--- src/hdl/uri_component_tokenizer_top_macros.svh ---
// Assertion macros for the URI component tokenizer.
// Included by the modules that carry concurrent checks.
`ifndef URI_COMPONENT_TOKENIZER_TOP_MACROS_SVH
`define URI_COMPONENT_TOKENIZER_TOP_MACROS_SVH

// Same-cycle implication, disabled while reset is asserted.
`define UCT_ASSERT_IMP(label, clk, rstn, ante, cons) \
    label: assert property (@(posedge clk) disable iff (!rstn) (ante) |-> (cons)) \
        else $error("uct check failed");

// Next-cycle implication, disabled while reset is asserted.
`define UCT_ASSERT_NXT(label, clk, rstn, ante, cons) \
    label: assert property (@(posedge clk) disable iff (!rstn) (ante) |=> (cons)) \
        else $error("uct check failed");

`endif

--- src/hdl/uct_pkg.sv ---
// Shared types, codes and character constants for the URI tokenizer.
// No dependencies.
package uct_pkg;

    localparam int unsigned PortW = 16;
    localparam logic [PortW-1:0] DefaultPort = 16'd80;
    localparam logic [PortW-1:0] PortMax = 16'hFFFF;

    localparam logic [2:0] PH_LEAD   = 3'd0;
    localparam logic [2:0] PH_SCHEME = 3'd1;
    localparam logic [2:0] PH_SLASH  = 3'd2;
    localparam logic [2:0] PH_NETLOC = 3'd3;
    localparam logic [2:0] PH_PATH   = 3'd4;
    localparam logic [2:0] PH_FRAG   = 3'd5;
    localparam logic [2:0] PH_DONE   = 3'd6;
    localparam logic [2:0] PH_ERROR  = 3'd7;

    localparam logic [2:0] CL_SKIP   = 3'd0;
    localparam logic [2:0] CL_SCHEME = 3'd1;
    localparam logic [2:0] CL_SEP    = 3'd2;
    localparam logic [2:0] CL_HOST   = 3'd3;
    localparam logic [2:0] CL_PORT   = 3'd4;
    localparam logic [2:0] CL_PATH   = 3'd5;
    localparam logic [2:0] CL_FRAG   = 3'd6;
    localparam logic [2:0] CL_IGNORE = 3'd7;

    localparam logic [2:0] ST_RUN       = 3'd0;
    localparam logic [2:0] ST_OK        = 3'd1;
    localparam logic [2:0] ST_BAD_START = 3'd2;
    localparam logic [2:0] ST_NO_COLON  = 3'd3;
    localparam logic [2:0] ST_EMPTY_NET = 3'd4;

    localparam logic [7:0] CH_NUL   = 8'h00;
    localparam logic [7:0] CH_LF    = 8'h0A;
    localparam logic [7:0] CH_SPACE = 8'h20;
    localparam logic [7:0] CH_HASH  = 8'h23;
    localparam logic [7:0] CH_PLUS  = 8'h2B;
    localparam logic [7:0] CH_MINUS = 8'h2D;
    localparam logic [7:0] CH_DOT   = 8'h2E;
    localparam logic [7:0] CH_SLASH = 8'h2F;
    localparam logic [7:0] CH_ZERO  = 8'h30;
    localparam logic [7:0] CH_NINE  = 8'h39;
    localparam logic [7:0] CH_COLON = 8'h3A;
    localparam logic [7:0] CH_UC_A  = 8'h41;
    localparam logic [7:0] CH_UC_Z  = 8'h5A;
    localparam logic [7:0] CH_LC_A  = 8'h61;
    localparam logic [7:0] CH_LC_Z  = 8'h7A;

    typedef struct packed {
        logic [7:0] ch;
        logic       last;
    } in_word_t;

    typedef struct packed {
        logic [2:0]       char_class;
        logic [2:0]       status;
        logic [PortW-1:0] port_number;
        logic             path_empty;
        logic             has_fragment;
        logic             end_of_string;
    } out_word_t;

    typedef struct packed {
        logic [2:0]       phase;
        logic [PortW-1:0] port_accum;
        logic             port_open;
        logic             port_closed;
        logic             netloc_nonempty;
        logic             path_nonempty;
        logic             frag_nonempty;
        logic [2:0]       error_code;
    } parse_state_t;

    localparam parse_state_t StateInit = '{
        phase:           PH_LEAD,
        port_accum:      '0,
        port_open:       1'b0,
        port_closed:     1'b0,
        netloc_nonempty: 1'b0,
        path_nonempty:   1'b0,
        frag_nonempty:   1'b0,
        error_code:      ST_RUN
    };

endpackage

--- src/hdl/uct_next.sv ---
// Per-character next-state and result logic of the URI tokenizer.
// Depends on uct_pkg.
module uct_next (
    input  uct_pkg::parse_state_t st,
    input  uct_pkg::in_word_t     word,
    input  logic [15:0]           default_port,
    output uct_pkg::parse_state_t st_next,
    output uct_pkg::out_word_t    res
);
    import uct_pkg::*;

    function automatic parse_state_t finish(input parse_state_t s);
        parse_state_t r;
        r = s;
        case (s.phase)
            PH_LEAD: begin
                r.phase = PH_ERROR;
                r.error_code = ST_BAD_START;
            end
            PH_SCHEME: begin
                r.phase = PH_ERROR;
                r.error_code = ST_NO_COLON;
            end
            PH_SLASH: begin
                r.phase = PH_ERROR;
                r.error_code = ST_EMPTY_NET;
            end
            PH_ERROR: begin
                r.phase = PH_ERROR;
            end
            default: begin
                r.phase = PH_DONE;
            end
        endcase
        return r;
    endfunction

    logic [7:0]       c;
    logic             stop;
    logic             is_alpha;
    logic             is_digit;
    logic             is_scheme_ch;
    logic [19:0]      port_mac;
    logic [2:0]       cls;
    parse_state_t     s1;
    parse_state_t     s2;

    assign c = word.ch;
    assign stop = (c == CH_SPACE) || (c == CH_LF);
    assign is_alpha = c inside {[CH_LC_A:CH_LC_Z], [CH_UC_A:CH_UC_Z]};
    assign is_digit = c inside {[CH_ZERO:CH_NINE]};
    assign is_scheme_ch = is_alpha || is_digit || (c == CH_PLUS) || (c == CH_MINUS)
                          || (c == CH_DOT);
    // acc * 10 + digit
    assign port_mac = {1'b0, st.port_accum, 3'b000} + {3'b000, st.port_accum, 1'b0}
                      + {16'd0, c[3:0]};

    always_comb begin
        s1 = st;
        cls = CL_IGNORE;
        if (c == CH_NUL) begin
            s1 = finish(st);
        end else begin
            case (st.phase)
                PH_LEAD: begin
                    if (c == CH_SPACE) begin
                        cls = CL_SKIP;
                    end else if (!is_alpha) begin
                        s1.phase = PH_ERROR;
                        s1.error_code = ST_BAD_START;
                    end else begin
                        s1.phase = PH_SCHEME;
                        cls = CL_SCHEME;
                    end
                end
                PH_SCHEME: begin
                    if (is_scheme_ch) begin
                        cls = CL_SCHEME;
                    end else if (c == CH_COLON) begin
                        s1.phase = PH_SLASH;
                        cls = CL_SEP;
                    end else begin
                        s1.phase = PH_ERROR;
                        s1.error_code = ST_NO_COLON;
                    end
                end
                PH_SLASH: begin
                    if (c == CH_SLASH) begin
                        cls = CL_SEP;
                    end else if (stop) begin
                        s1.phase = PH_ERROR;
                        s1.error_code = ST_EMPTY_NET;
                    end else begin
                        s1.netloc_nonempty = 1'b1;
                        s1.phase = PH_NETLOC;
                        if (c == CH_COLON) begin
                            s1.port_open = 1'b1;
                            cls = CL_SEP;
                        end else begin
                            cls = CL_HOST;
                        end
                    end
                end
                PH_NETLOC: begin
                    if (c == CH_SLASH) begin
                        s1.phase = PH_PATH;
                        s1.path_nonempty = 1'b1;
                        cls = CL_PATH;
                    end else if (stop) begin
                        s1.phase = PH_DONE;
                    end else if (!st.port_open) begin
                        if (c == CH_COLON) begin
                            s1.port_open = 1'b1;
                            cls = CL_SEP;
                        end else begin
                            cls = CL_HOST;
                        end
                    end else if (!st.port_closed && is_digit) begin
                        s1.port_accum = (port_mac > {4'd0, PortMax}) ? PortMax
                                        : port_mac[PortW-1:0];
                        cls = CL_PORT;
                    end else begin
                        s1.port_closed = 1'b1;
                    end
                end
                PH_PATH: begin
                    if (c == CH_HASH) begin
                        s1.phase = PH_FRAG;
                        cls = CL_SEP;
                    end else if (stop) begin
                        s1.phase = PH_DONE;
                    end else begin
                        s1.path_nonempty = 1'b1;
                        cls = CL_PATH;
                    end
                end
                PH_FRAG: begin
                    if (stop) begin
                        s1.phase = PH_DONE;
                    end else begin
                        s1.frag_nonempty = 1'b1;
                        cls = CL_FRAG;
                    end
                end
                default: begin
                    cls = CL_IGNORE;
                end
            endcase
        end
    end

    always_comb begin
        s2 = word.last ? finish(s1) : s1;
        res.char_class = cls;
        res.status = s2.error_code;
        res.port_number = '0;
        res.path_empty = 1'b0;
        res.has_fragment = 1'b0;
        res.end_of_string = word.last;
        if (word.last && (s2.error_code == ST_RUN)) begin
            res.status = ST_OK;
            res.port_number = (s2.port_accum != '0) ? s2.port_accum : default_port;
            res.path_empty = !s2.path_nonempty;
            res.has_fragment = s2.frag_nonempty;
        end
        st_next = word.last ? StateInit : s2;
    end

endmodule

--- src/hdl/uct_tracker.sv ---
// Parse state and default port registers of the URI tokenizer.
// Depends on uct_pkg and uct_next.
`include "uri_component_tokenizer_top_macros.svh"

module uct_tracker (
    input  logic               aclk,
    input  logic               aresetn,
    input  logic               cfg_valid,
    input  logic [15:0]        cfg_data,
    input  logic               step,
    input  uct_pkg::in_word_t  word,
    output uct_pkg::out_word_t res
);
    import uct_pkg::*;

    parse_state_t st_reg;
    parse_state_t st_next;
    logic [PortW-1:0] dport_reg;

    uct_next u_next (
        .st           (st_reg),
        .word         (word),
        .default_port (dport_reg),
        .st_next      (st_next),
        .res          (res)
    );

    always_ff @(posedge aclk) begin
        if (!aresetn) begin
            st_reg <= StateInit;
            dport_reg <= DefaultPort;
        end else begin
            if (step) begin
                st_reg <= st_next;
            end
            if (cfg_valid) begin
                dport_reg <= cfg_data;
            end
        end
    end

    `UCT_ASSERT_NXT(a_clear_after_last, aclk, aresetn, step && word.last,
        st_reg.phase == PH_LEAD && st_reg.error_code == ST_RUN)
    `UCT_ASSERT_IMP(a_err_phase, aclk, aresetn, st_reg.error_code != ST_RUN,
        st_reg.phase == PH_ERROR)
    `UCT_ASSERT_IMP(a_ok_only_last, aclk, aresetn, step && res.status == ST_OK,
        res.end_of_string)

endmodule

--- src/hdl/uri_component_tokenizer_top.sv ---
// URI component tokenizer: one character word in, one tagged result word out per cycle while
// m_ready does not stall; the word is held in in_word_reg, its result in out_word_reg.
// The per-character state update sets the rate. Depends on uct_pkg and uct_tracker.
`include "uri_component_tokenizer_top_macros.svh"

module uri_component_tokenizer_top (
    input  logic               aclk,
    input  logic               aresetn,
    input  logic               cfg_valid,
    output logic               cfg_ready,
    input  logic [15:0]        cfg_data,
    input  logic               s_valid,
    output logic               s_ready,
    input  uct_pkg::in_word_t  s_data,
    output logic               m_valid,
    input  logic               m_ready,
    output uct_pkg::out_word_t m_data
);
    import uct_pkg::*;

    logic      in_valid_reg;
    in_word_t  in_word_reg;
    logic      out_valid_reg;
    out_word_t out_word_reg;
    out_word_t res;
    logic      step;

    assign cfg_ready = 1'b1;
    assign step = in_valid_reg && (!out_valid_reg || m_ready);
    assign s_ready = !in_valid_reg || step;
    assign m_valid = out_valid_reg;
    assign m_data = out_word_reg;

    uct_tracker u_tracker (
        .aclk      (aclk),
        .aresetn   (aresetn),
        .cfg_valid (cfg_valid),
        .cfg_data  (cfg_data),
        .step      (step),
        .word      (in_word_reg),
        .res       (res)
    );

    always_ff @(posedge aclk) begin
        if (!aresetn) begin
            in_valid_reg <= 1'b0;
            out_valid_reg <= 1'b0;
        end else begin
            if (s_ready) begin
                in_valid_reg <= s_valid;
            end
            if (step) begin
                out_valid_reg <= 1'b1;
            end else if (m_ready) begin
                out_valid_reg <= 1'b0;
            end
        end
    end

    always_ff @(posedge aclk) begin
        if (s_valid && s_ready) begin
            in_word_reg <= s_data;
        end
        if (step) begin
            out_word_reg <= res;
        end
    end

    `UCT_ASSERT_IMP(a_mid_fields_zero, aclk, aresetn, m_valid && !m_data.end_of_string,
        m_data.port_number == '0 && !m_data.path_empty && !m_data.has_fragment)
    `UCT_ASSERT_NXT(a_in_hold, aclk, aresetn, in_valid_reg && !step, in_valid_reg)
    `UCT_ASSERT_NXT(a_out_fill, aclk, aresetn, in_valid_reg && !out_valid_reg,
        out_valid_reg)

endmodule
--- config.mk ---
export PLATFORM = sky130hd
export DESIGN_NAME = uri_component_tokenizer_top
export DESIGN_NICKNAME = d
export VERILOG_FILES = /design/src/hdl/uct_pkg.sv /design/src/hdl/uct_next.sv /design/src/hdl/uct_tracker.sv /design/src/hdl/uri_component_tokenizer_top.sv
export VERILOG_INCLUDE_DIRS = /design/src /design/src/hdl
export SDC_FILE = /design/constraint.sdc
export NUM_CORES = 1
export LEC_CHECK = 0
export BUFFER_PORTS_ARGS = -buffer_cell sky130_fd_sc_hd__buf_4
export CORE_MARGIN = 8
export CORE_UTILIZATION = 30
export DETAILED_ROUTE_END_ITERATION = 16
export PLACE_DENSITY = 0.48
export SLEW_MARGIN = 20
export SYNTH_ARGS = -nofsm -noshare
export SYNTH_HDL_FRONTEND = slang
export SYNTH_SLANG_ARGS = --single-unit
--- constraint.sdc ---
create_clock -name aclk -period 4.6 [get_ports aclk]
set_input_delay 1.15 -clock aclk [delete_from_list [all_inputs] [get_ports aclk]]
set_output_delay 1.15 -clock aclk [all_outputs]
set_load 0.01 [all_outputs]
==> impl_metrics.py, run 1 <==
metrics = {
    "floorplanning": {
        "io_pins": 58,
        "die_area_sq_um": 22500,
        "die_w_um": 150,
        "core-area_sq_um": 17800,
        "initial_core_util": 0.303,
        "std_cell_rows": 49,
        "die_y_um": 150,
    },
    "final_layout": {
        "drive_gt1_frac": 0.186,
        "final_common_cell": "buf_4",
        "nets": 699,
        "largest_reg_flops": 26,
        "mostFrequentLayoutCells": "60 x buf_4, 54 x nor2_1, 44 x dfxtp_1, 42 x nand2_1",
        "n_fill_cell": 1815,
        "fin_util": 0.352,
        "syn_to_final_growth_pct": 16.3,
        "diodes": 0,
    },
    "power": {
        "finalPower_w": 0.00180,
        "powerDensity_nw_per_um2": 287,
        "peakVddDrop_v": 0.000146,
        "leakage_nw": 2.53,
    },
    "route": {
        "drt-pass1-iter-count": 5,
        "postRouteAntennaNets": 0,
        "vias": 4651,
        "drt_iter0_drc": 341,
        "drc_errors": 0,
        "vias_per_cell": 5.35,
        "wl_um": 15400,
        "avgRoutedWirePerCell_um": 17.7,
    },
    "clock_network": {
        "cts_buffers": 9,
        "clk_latency_ns": 0.33,
        "htreeDepth": 3,
        "cts_resized": 0,
        "cts_hold_buffers": 0,
        "cts_root_buffer": "clkbuf_16",
        "clockBufferDepth": 2,
        "cts_sinks": 78,
        "cts_tree": "yes",
        "clk_pin_slew_ns": 0.06,
        "post_cts_buffers": 0,
    },
    "grt": {
        "overflow": 0,
        "grt_start_max_net_pins": 42,
        "grt_pass1_vias": 4461,
        "track_usage": 0.137,
        "antenna_found_initial": 0,
        "grt_first_pass_wirelength_um": 24700,
    },
    "yosys": {
        "async_flop_share": 0,
        "synth_top_area_frac": 0.189,
        "yosysUniqueCellTypes": 89,
        "synth_edf_count": 34,
        "synthCells": 595,
        "yosysTopAreaCell": "edfxtp_1",
        "synth_area_sq_um": 5400,
        "synth-seq-cells": 78,
        "synth_ff_type": "dfxtp_1",
        "synth_nets": 658,
        "synth.yosys.seq_area_share": 0.352,
        "synth_area_leaders": "edfxtp_1 19%, dfxtp_1 16%, ha_1 7.2%",
        "yosysWarnings": 0,
        "syn_area_per_cell_sq_um": 9.07,
    },
    "timing": {
        "final_hold_viol_count": 0,
        "worst_pin_slew_ns": 0.945,
        "rsz0062_at_grt": "false",
        "setup_viol": 0,
        "tns_ns": 0,
        "max_freq_mhz": 242,
        "layout_min_cycle_time_ns": 4.13,
        "finalWorstSetupSlack_ns": 0.465,
        "drv_slew": 0,
        "clock_skew_ns": 0.00609,
        "fin_crit_sh": 0.899,
        "slew_headroom": 0.364,
    },
    "status": {
        "status": "finished, final reports clean",
    },
    "worst_setup_path": {
        "cp-start-kind": "register",
        "path_max_fanout": 16,
        "crit_required_ns": 4.76,
        "arrival_ns": 4.30,
        "crit_path_end_kind": "register",
        "crit_type": "reg -> reg",
    },
    "placed_design": {
        "place_ws_ns": 0.408,
        "io_buffers": 56,
        "routabilityCongestion": 0.899,
        "place.detailed.hpwl_um": 11800,
    },
    "job": {
        "cap_violations": 0,
    },
    "worst_hold_path": {
        "hp-class": "reg -> reg",
    },
}
-- critical path, cell delays in order (launching register included) --
cell       delay [ns]
edfxtp_1         0.61
fa_1             0.61
fa_1             0.47
a21o_1           0.21
a221oi_1         0.36
nor2b_1          0.14
a21oi_1          0.21
mux2i_1          0.23
o2111ai_2        0.15
o31ai_2          0.34
nand4_4          0.34
o21ai_0          0.29
-- path summary, 6_finish.rpt --
check | from | slack, ns | cells past startpoint | to
min | u_tracker.st_reg[3]$_SDFFE_PN0P_ | 0.47 | 2 | u_tracker.st_reg[3]$_SDFFE_PN0P_
max reg2reg | in_word_reg[4]$_DFFE_PP_ | 0.47 | 11 | m_data[16]$_SDFFCE_PN0P_
max | in_word_reg[4]$_DFFE_PP_ | 0.47 | 11 | m_data[16]$_SDFFCE_PN0P_
min reg2reg | u_tracker.st_reg[3]$_SDFFE_PN0P_ | 0.47 | 2 | u_tracker.st_reg[3]$_SDFFE_PN0P_
-- cells in the mapped netlist, types with 5 or more instances --
| cell type | instances |
|---|---|
| nor2_1 | 54 |
| dfxtp_1 | 44 |
| nand2_1 | 42 |
| edfxtp_1 | 34 |
| o21ai_0 | 34 |
| inv_1 | 33 |
| ha_1 | 31 |
| nor2b_1 | 27 |
| a21oi_1 | 25 |
| and2_1 | 16 |
| clkbuf_1 | 16 |
| nor3_1 | 16 |
| mux2i_1 | 15 |
| nand3_1 | 14 |
| o22ai_1 | 10 |
| o22ai_2 | 10 |
| xnor2_1 | 10 |
| nand4_1 | 7 |
| a211oi_1 | 6 |
| a21o_1 | 6 |
| a22oi_1 | 6 |
| o211ai_1 | 6 |
| o21ai_1 | 6 |
| nor4_1 | 5 |
| o211a_1 | 5 |
| o31ai_1 | 5 |
| or3_1 | 5 |
-- routing by layer --
layer | vias to the layer above | track usage | routed length, um
met4 | 0 | 0.0500 | 267
li1 | 2282 | - | -
met2 | 122 | 0.216 | 7140
met3 | 19 | 0.0219 | 781
met1 | 2228 | 0.186 | 7180
met5 | - | 0 | 0
-- power by group --
| group | switching (W) | leakage [nW] | internal (W) |
|---|---|---|---|
| clock | 0.000294 | 0.163 | 0.000514 |
| combinational | 0.000121 | 1.67 | 0.0000919 |
| sequential | 0.0000292 | 0.693 | 0.000755 |
-- logic make-up after synthesis --
group | after synthesis | synth area share
AO/OA/AOI/OAI | 169 | 0.232
XOR/XNOR | 12 | 0.0195
adder cells (fa/ha/maj) | 33 | 0.0793
buffers and inverters | 64 | 0.0609
flip-flops | 78 | 0.352
multiplexers | 15 | 0.0278
other | 1 | 0.000695
AND/OR/NAND/NOR | 223 | 0.227
-- metrics by stage --
step | instances | instance area [sq um] | hold slack, ns
2_1_floorplan | 595 | 5400 | 0.437
3_3_place_gp | 854 | 5940 | 0.452
3_5_place_dp | 854 | 5940 | 0.457
4_1_cts | 870 | 6280 | 0.472
5_1_grt | 870 | 6280 | 0.517
6_report | 870 | 6280 | 0.473
-- cell type report --
cell class                      count  area [sq um]  share of cell area
Sequential cell                    78          1900               0.303
Clock buffer                       11           254              0.0405
Timing Repair Buffer               60           450              0.0718
Tap cell                          229           287              0.0456
Clock inverter                      5          87.6              0.0140
Multi-Input combinational cell    453          3170               0.505
Inverter                           34           129              0.0205
Power figures use the tool's default switching activity.
==> run 2: changes to the inputs <==
CORE_ASPECT_RATIO = 2   (was unset)
==> run 2 against run 1 <==
  * Critical path depth is 1 higher
  * Largest cell class unchanged
  * Core utilization is 0.14 points higher
  * Cell count is 1.3% lower
==> impl_metrics.py, run 2 (synthesis results as in run 1) <==
metrics = {
    "final_layout": {
        "fin_util": 0.353,
        "final_cells": 859,
        "multi_input_area_sq_um": 3170,
        "drive_gt1_frac": 0.192,
        "syn_to_final_growth_pct": 15.8,
        "n_fill_cell": 1849,
        "area.sequential_sq_um": 1900,
        "diodes": 0,
        "nets": 704,
        "final_common_cell": "buf_4",
        "mostFrequentLayoutCells": "65 x buf_4, 54 x nor2_1, 44 x dfxtp_1, 42 x nand2_1",
        "largest_reg_flops": 26,
    },
    "worst_setup_path": {
        "crit_type": "reg -> reg",
        "max_stage_delay_ns": 0.59,
        "slowest_stage": "edfxtp_1",
        "crit_required_ns": 4.77,
        "crit_top_cell": "ha_1",
        "cp-start-kind": "register",
        "path_max_fanout": 16,
        "r2r-start": "in_word_reg[2]$_DFFE_PP_",
        "regToRegSetupSlack_ns": 0.41,
        "cp_top_family": "compound AO/OA/AOI/OAI gates",
        "arrival_ns": 4.37,
        "timing.rr.end": "m_data[13]$_SDFFCE_PN0P_",
        "crit_path_end_kind": "register",
        "reg2reg_depth": 12,
        "path_cells": "ha_1, ha_1, fa_1, a21o_1, a221oi_1, nor2b_1, a21oi_1, mux2i_1, o2111ai_2, o31ai_2, nand4_4, o21ai_0",
        "worst-path-buf-inv": 0,
    },
    "timing": {
        "layout_min_cycle_time_ns": 4.19,
        "clock_skew_ns": 0.00836,
        "final_hold_viol_count": 0,
        "fin_crit_sh": 0.912,
        "tns_ns": 0,
        "rsz0062_at_grt": "false",
        "slew_headroom": 0.407,
        "worst_pin_slew_ns": 0.881,
        "setup_viol": 0,
        "drv_slew": 0,
        "max_freq_mhz": 238,
    },
    "grt": {
        "grt_use_met3": 0.0187,
        "grt_pass1_vias": 4945,
        "met2_usage": 0.318,
        "grt.busiest_layer": "met2",
        "track_usage": 0.155,
        "overflow": 0,
        "grt_first_pass_wirelength_um": 27500,
        "grt_use_met1": 0.130,
        "antenna_found_initial": 0,
        "grt_start_max_net_pins": 42,
    },
    "power": {
        "powerDensity_nw_per_um2": 278,
        "pwr-share-comb": 0.135,
        "p_switching_w": 0.000465,
        "pwr-share-clk": 0.418,
        "intPower_w": 0.00127,
        "peakVddDrop_v": 0.000159,
        "p_sw_frac": 0.267,
        "p_seq_frac": 0.447,
        "leakage_nw": 2.53,
        "finalPower_w": 0.00174,
    },
    "route": {
        "drt_iter0_drc": 237,
        "wl_um": 18000,
        "drt-pass1-iter-count": 4,
        "vias_per_cell": 5.58,
        "postRouteAntennaNets": 0,
        "avgRoutedWirePerCell_um": 20.9,
        "vias": 4789,
        "drc_errors": 0,
    },
    "worst_hold_path": {
        "hold-path-cell-count": 2,
        "hold_path_end": "u_tracker.st_reg[3]$_SDFFE_PN0P_",
        "min_from": "u_tracker.st_reg[3]$_SDFFE_PN0P_",
        "hp-class": "reg -> reg",
    },
    "clock_network": {
        "clk_latency_ns": 0.34,
        "cts_tree": "yes",
        "clk_pin_slew_ns": 0.07,
        "cts_root_buffer": "clkbuf_16",
        "htreeDepth": 3,
        "post_cts_buffers": 0,
        "cts_resized": 0,
        "cts_buffers": 9,
        "cts_sinks": 78,
        "cts_hold_buffers": 0,
        "clockBufferDepth": 2,
    },
    "job": {
        "cap_violations": 0,
    },
    "floorplanning": {
        "io_pins": 58,
        "die_w_um": 111,
        "std_cell_rows": 69,
        "core-area_sq_um": 17700,
        "die_y_um": 206,
        "initial_core_util": 0.305,
        "die_area_sq_um": 22800,
    },
    "placed_design": {
        "io_buffers": 56,
        "place_inst": 843,
        "routabilityCongestion": 0.955,
        "place.detailed.hpwl_um": 14300,
    },
    "status": {
        "status": "finished, final reports clean",
    },
}
-- run 2: cell types whose count changed in the layout (fill, tap and decap cells not counted), sizes merged --
cell / change
clkinvlp: +1
clkbuf: -1
buf: +5
bufinv: -1
inv: +1
-- run 2: worst min-delay path, cell delays in order (launching register included) --
cell,delay (ns)
dfxtp_1,0.33
a21oi_1,0.04
nor2_1,0.07
-- run 2: per-stage QoR --
| step | setup slack, ns | area (sq um) | hold slack (ns) |
|---|---|---|---|
| finish | 0.406 | 6250 | 0.471 |
| global route | 0.166 | 6250 | 0.502 |
| CTS | 0.386 | 6250 | 0.475 |
| detailed placement | 0.392 | 5950 | 0.461 |
| global placement | 0.516 | 5950 | 0.449 |
| floorplan | 0.881 | 5400 | 0.437 |
-- run 2: power by group through the flow --
stage | registers (W) | logic (W) | clock network (W)
6_report | 0.000776 | 0.000235 | 0.000728
4_1_cts | 0.000777 | 0.000239 | 0.000746
2_1_floorplan | 0.000788 | 0.000155 | 0
3_5_place_dp | 0.000792 | 0.000238 | 0
3_3_place_gp | 0.000791 | 0.000236 | 0
5_1_grt | 0.000780 | 0.000258 | 0.000772
-- run 2: layout make-up --
class,count,area share
well taps,213,0.0426
clock buffers,10,0.0366
flip-flops and latches,78,0.304
clock inverters,6,0.0110
repair buffers,65,0.0781
multi-input cells,453,0.507
inverters,34,0.0206
-- run 2: how the worst max path moves through the flow --
stage / from / endpoint / slack, ns / depth (start not counted)
5_1_grt: in_word_reg[2]$_DFFE_PP_ / m_data[13]$_SDFFCE_PN0P_ / 0.17 / 12
6_report: in_word_reg[2]$_DFFE_PP_ / m_data[13]$_SDFFCE_PN0P_ / 0.41 / 12
2_1_floorplan: in_word_reg[4]$_DFFE_PP_ / m_data[10]$_SDFFCE_PN0P_ / 0.88 / 12
3_5_place_dp: in_word_reg[2]$_DFFE_PP_ / m_data[13]$_SDFFCE_PN0P_ / 0.39 / 12
4_1_cts: in_word_reg[2]$_DFFE_PP_ / m_data[13]$_SDFFCE_PN0P_ / 0.39 / 12
3_3_place_gp: in_word_reg[2]$_DFFE_PP_ / m_data[16]$_SDFFCE_PN0P_ / 0.52 / 12
-- run 2: routing by layer --
metal | wire length, um | part of all wire | vias to the layer above
met5 | 0 | 0 | -
met4 | 991 | 0.055 | 0
met3 | 389 | 0.022 | 48
met2 | 10700 | 0.60 | 105
met1 | 5890 | 0.33 | 2340
li1 | - | - | 2296
==> run 3: changes to the inputs <==
--- a/config.mk
+++ b/config.mk
@@ -8,2 +8,3 @@
 export LEC_CHECK = 0
+export ABC_AREA = 1
 export BUFFER_PORTS_ARGS = -buffer_cell sky130_fd_sc_hd__buf_4
@@ -13,2 +14,3 @@
 export DETAILED_ROUTE_END_ITERATION = 16
+export MAX_ROUTING_LAYER = met4
 export PLACE_DENSITY = 0.48
==> constraint.sdc (replaced) <==
create_clock -name aclk -period 4.6 [get_ports aclk]
set_input_delay 0.69 -clock aclk [delete_from_list [all_inputs] [get_ports aclk]]
set_output_delay 0.69 -clock aclk [all_outputs]
set_load 0.01 [all_outputs]
==> run 3 against run 2 <==
  * Highest routed layer unchanged
  * Area after synthesis shrank 4.4%
  * Non-clock buffer count shrank 8
  * Cell count grew 15%
  * Global-route usage shrank 1.3 points
  * Register-to-register slack gained 0.32 ns
==> impl_metrics.py, run 3 <==
metrics = {
    "yosys": {
        "synth_ff_type": "dfxtp_1",
        "syn_area_per_cell_sq_um": 7.12,
        "synth_compound_area_frac": 0.111,
        "synth_top_family_by_area": "simple AND/OR/NAND/NOR gates",
        "synthTopCellsByCount": "201 x nand2_1, 95 x nor2_1, 94 x inv_1",
        "yosys.area_share.adder": 0.0829,
        "synth_top_area_frac": 0.198,
        "synth.yosys.seq_area_share": 0.369,
        "yosys.cell_count.top_type": "nand2_1",
        "synthSimpleGateAreaFrac": 0.332,
        "synth_xor_area_frac": 0.0119,
        "yosysUniqueCellTypes": 41,
        "synth_edf_count": 34,
        "yosysTopAreaCell": "edfxtp_1",
        "synth_nets": 788,
        "async_flop_share": 0,
        "synth_area_leaders": "edfxtp_1 20%, dfxtp_1 17%, nand2_1 15%",
        "synth_area_sq_um": 5160,
        "synth-seq-cells": 78,
        "synthCells": 725,
        "yosysWarnings": 0,
        "muxShareOfSynthArea": 0,
    },
    "floorplanning": {
        "initial_core_util": 0.303,
        "die_y_um": 201,
        "std_cell_rows": 68,
        "die_area_sq_um": 21900,
        "io_pins": 58,
        "core-area_sq_um": 17000,
        "die_w_um": 109,
    },
    "clock_network": {
        "cts_resized": 0,
        "cts_tree": "yes",
        "cts_hold_buffers": 0,
        "cts_buffers": 9,
        "cts_root_buffer": "clkbuf_16",
        "clk_latency_ns": 0.34,
        "cts_sinks": 78,
        "clockBufferDepth": 2,
        "post_cts_buffers": 0,
        "htreeDepth": 3,
        "clk_pin_slew_ns": 0.06,
    },
    "worst_setup_path": {
        "crit_top_cell": "nand2_1",
        "slowest_stage": "fa_1",
        "arrival_ns": 4.05,
        "worst-path-buf-inv": 0,
        "cp-start-kind": "register",
        "crit_path_end_kind": "register",
        "regToRegSetupSlack_ns": 0.73,
        "path_max_fanout": 16,
        "path_cells": "fa_1, fa_1, nand2_1, nand2_1, nand3_1, nand2_1, nand2_1, nand2_1, nand2_1, nand2_2, nor2_4, nand3_1, nand2_1, nand2_1, nor2_1, nand2_1, nor2_4, nand2_1, a21oi_1",
        "crit_type": "reg -> reg",
        "crit_required_ns": 4.78,
        "cp_top_family": "simple AND/OR/NAND/NOR gates",
        "max_stage_delay_ns": 0.56,
    },
    "placed_design": {
        "place_inst": 975,
        "routabilityCongestion": 0.881,
        "place_ws_ns": 0.648,
        "place.detailed.hpwl_um": 11300,
        "io_buffers": 56,
    },
    "grt": {
        "antenna_found_initial": 0,
        "grt_start_max_net_pins": 45,
        "track_usage": 0.142,
        "grt_first_pass_wirelength_um": 23900,
        "grt_pass1_vias": 4664,
        "overflow": 0,
    },
    "final_layout": {
        "final_common_cell": "nand2_1",
        "final_cells": 991,
        "nets": 839,
        "diodes": 0,
        "largest_reg_flops": 26,
        "drive_gt1_frac": 0.138,
        "mostFrequentLayoutCells": "201 x nand2_1, 95 x nor2_1, 93 x inv_1, 57 x buf_4, 48 x nand3_1",
        "fin_util": 0.353,
        "syn_to_final_growth_pct": 16.5,
    },
    "power": {
        "powerDensity_nw_per_um2": 268,
        "peakVddDrop_v": 0.000145,
        "p_sw_frac": 0.263,
        "p_switching_w": 0.000424,
        "pwr-share-clk": 0.413,
        "p_seq_frac": 0.481,
        "pwr-share-comb": 0.107,
        "leakage_nw": 3.02,
        "intPower_w": 0.00119,
    },
    "route": {
        "vias": 4721,
        "postRouteAntennaNets": 0,
        "wl_met3_um": 333,
        "drt-pass1-iter-count": 5,
        "dr_wl_met2_um": 6780,
        "vias_per_cell": 4.76,
        "wl_met1_um": 7240,
        "avgRoutedWirePerCell_um": 14.7,
        "wl_um": 14500,
        "drc_errors": 0,
        "routed.top_layer": "met4",
        "drt_iter0_drc": 248,
    },
    "timing": {
        "final_hold_viol_count": 0,
        "slew_headroom": 0.355,
        "rsz0062_at_grt": "false",
        "layout_min_cycle_time_ns": 3.87,
        "fin_crit_sh": 0.842,
        "setup_viol": 0,
        "whs_ns": 0.462,
        "drv_slew": 0,
        "max_freq_mhz": 258,
        "finalWorstSetupSlack_ns": 0.727,
        "clock_skew_ns": 0.0110,
        "tns_ns": 0,
        "worst_pin_slew_ns": 0.965,
    },
    "status": {
        "status": "finished, final reports clean",
    },
    "job": {
        "cap_violations": 0,
    },
    "worst_hold_path": {
        "hp-class": "reg -> reg",
    },
}
run 3: cell count changes after synthesis, sizes merged, moves of 11 or more:
cell    previous run  this run
a21oi             26        39
and2              19         3
clkbuf            20         9
inv               33        98
mux2i             15         0
nand2             42       216
nand3             14        53
nor2              54       102
nor2b             27         0
o21ai             40        24
o22ai             20         9
o32ai              4        16
run 3: final cells by class:
type	count	area [sq um]
Tap cell	210	263
Clock inverter	5	35.0
Fill cell	1892	11000
Sequential cell	78	1900
Timing Repair Buffer	57	428
Clock buffer	11	233
Inverter	99	372
Multi-Input combinational cell	531	2780
run 3: cell families (layout without fill, tap and decap cells):
group | Yosys count | count (layout)
simple gates | 396 | 396
flops | 78 | 78
compound gates | 94 | 94
other cells | 1 | 1
xor+xnor | 7 | 7
buf+inv | 116 | 172
fa+ha+maj | 33 | 33
run 3: stage by stage:
stage / power [W] / area, sq um
3_5_place_dp: 0.000964 / 5740
6_report: 0.00161 / 6010
2_1_floorplan: 0.000891 / 5160
5_1_grt: 0.00168 / 6010
3_3_place_gp: 0.000965 / 5740
4_1_cts: 0.00163 / 6010
run 3: worst min-delay path: stages (launching register included):
cell and delay [ns]:
dfxtp_1 0.32, nand2_1 0.06, nand3_1 0.05
run 3: power groups by stage:
stage | sequential [W] | clock [W] | combinational [W]
finish | 0.000775 | 0.000666 | 0.000172
global route | 0.000780 | 0.000709 | 0.000195
CTS | 0.000776 | 0.000682 | 0.000175
detailed placement | 0.000790 | 0 | 0.000174
global placement | 0.000792 | 0 | 0.000173
floorplan | 0.000791 | 0 | 0.0000995
run 3: worst paths after layout:
path	start	to	depth (start not counted)
worst max-delay path	in_word_reg[4]$_DFFE_PP_	m_data[14]$_SDFFCE_PN0P_	19
worst min-delay path	u_tracker.dport_reg[4]$_SDFFE_PN1P_	u_tracker.dport_reg[4]$_SDFFE_PN1P_	2
worst min register to register	u_tracker.dport_reg[4]$_SDFFE_PN1P_	u_tracker.dport_reg[4]$_SDFFE_PN1P_	2
worst max register to register	in_word_reg[4]$_DFFE_PP_	m_data[14]$_SDFFCE_PN0P_	19
run 3: layer usage:
layer / up-vias / track usage
met3: 15 / 0.0237
met2: 73 / 0.219
met1: 2155 / 0.186
met4: 0 / 0.0379
li1: 2478 / -
met5: - / -
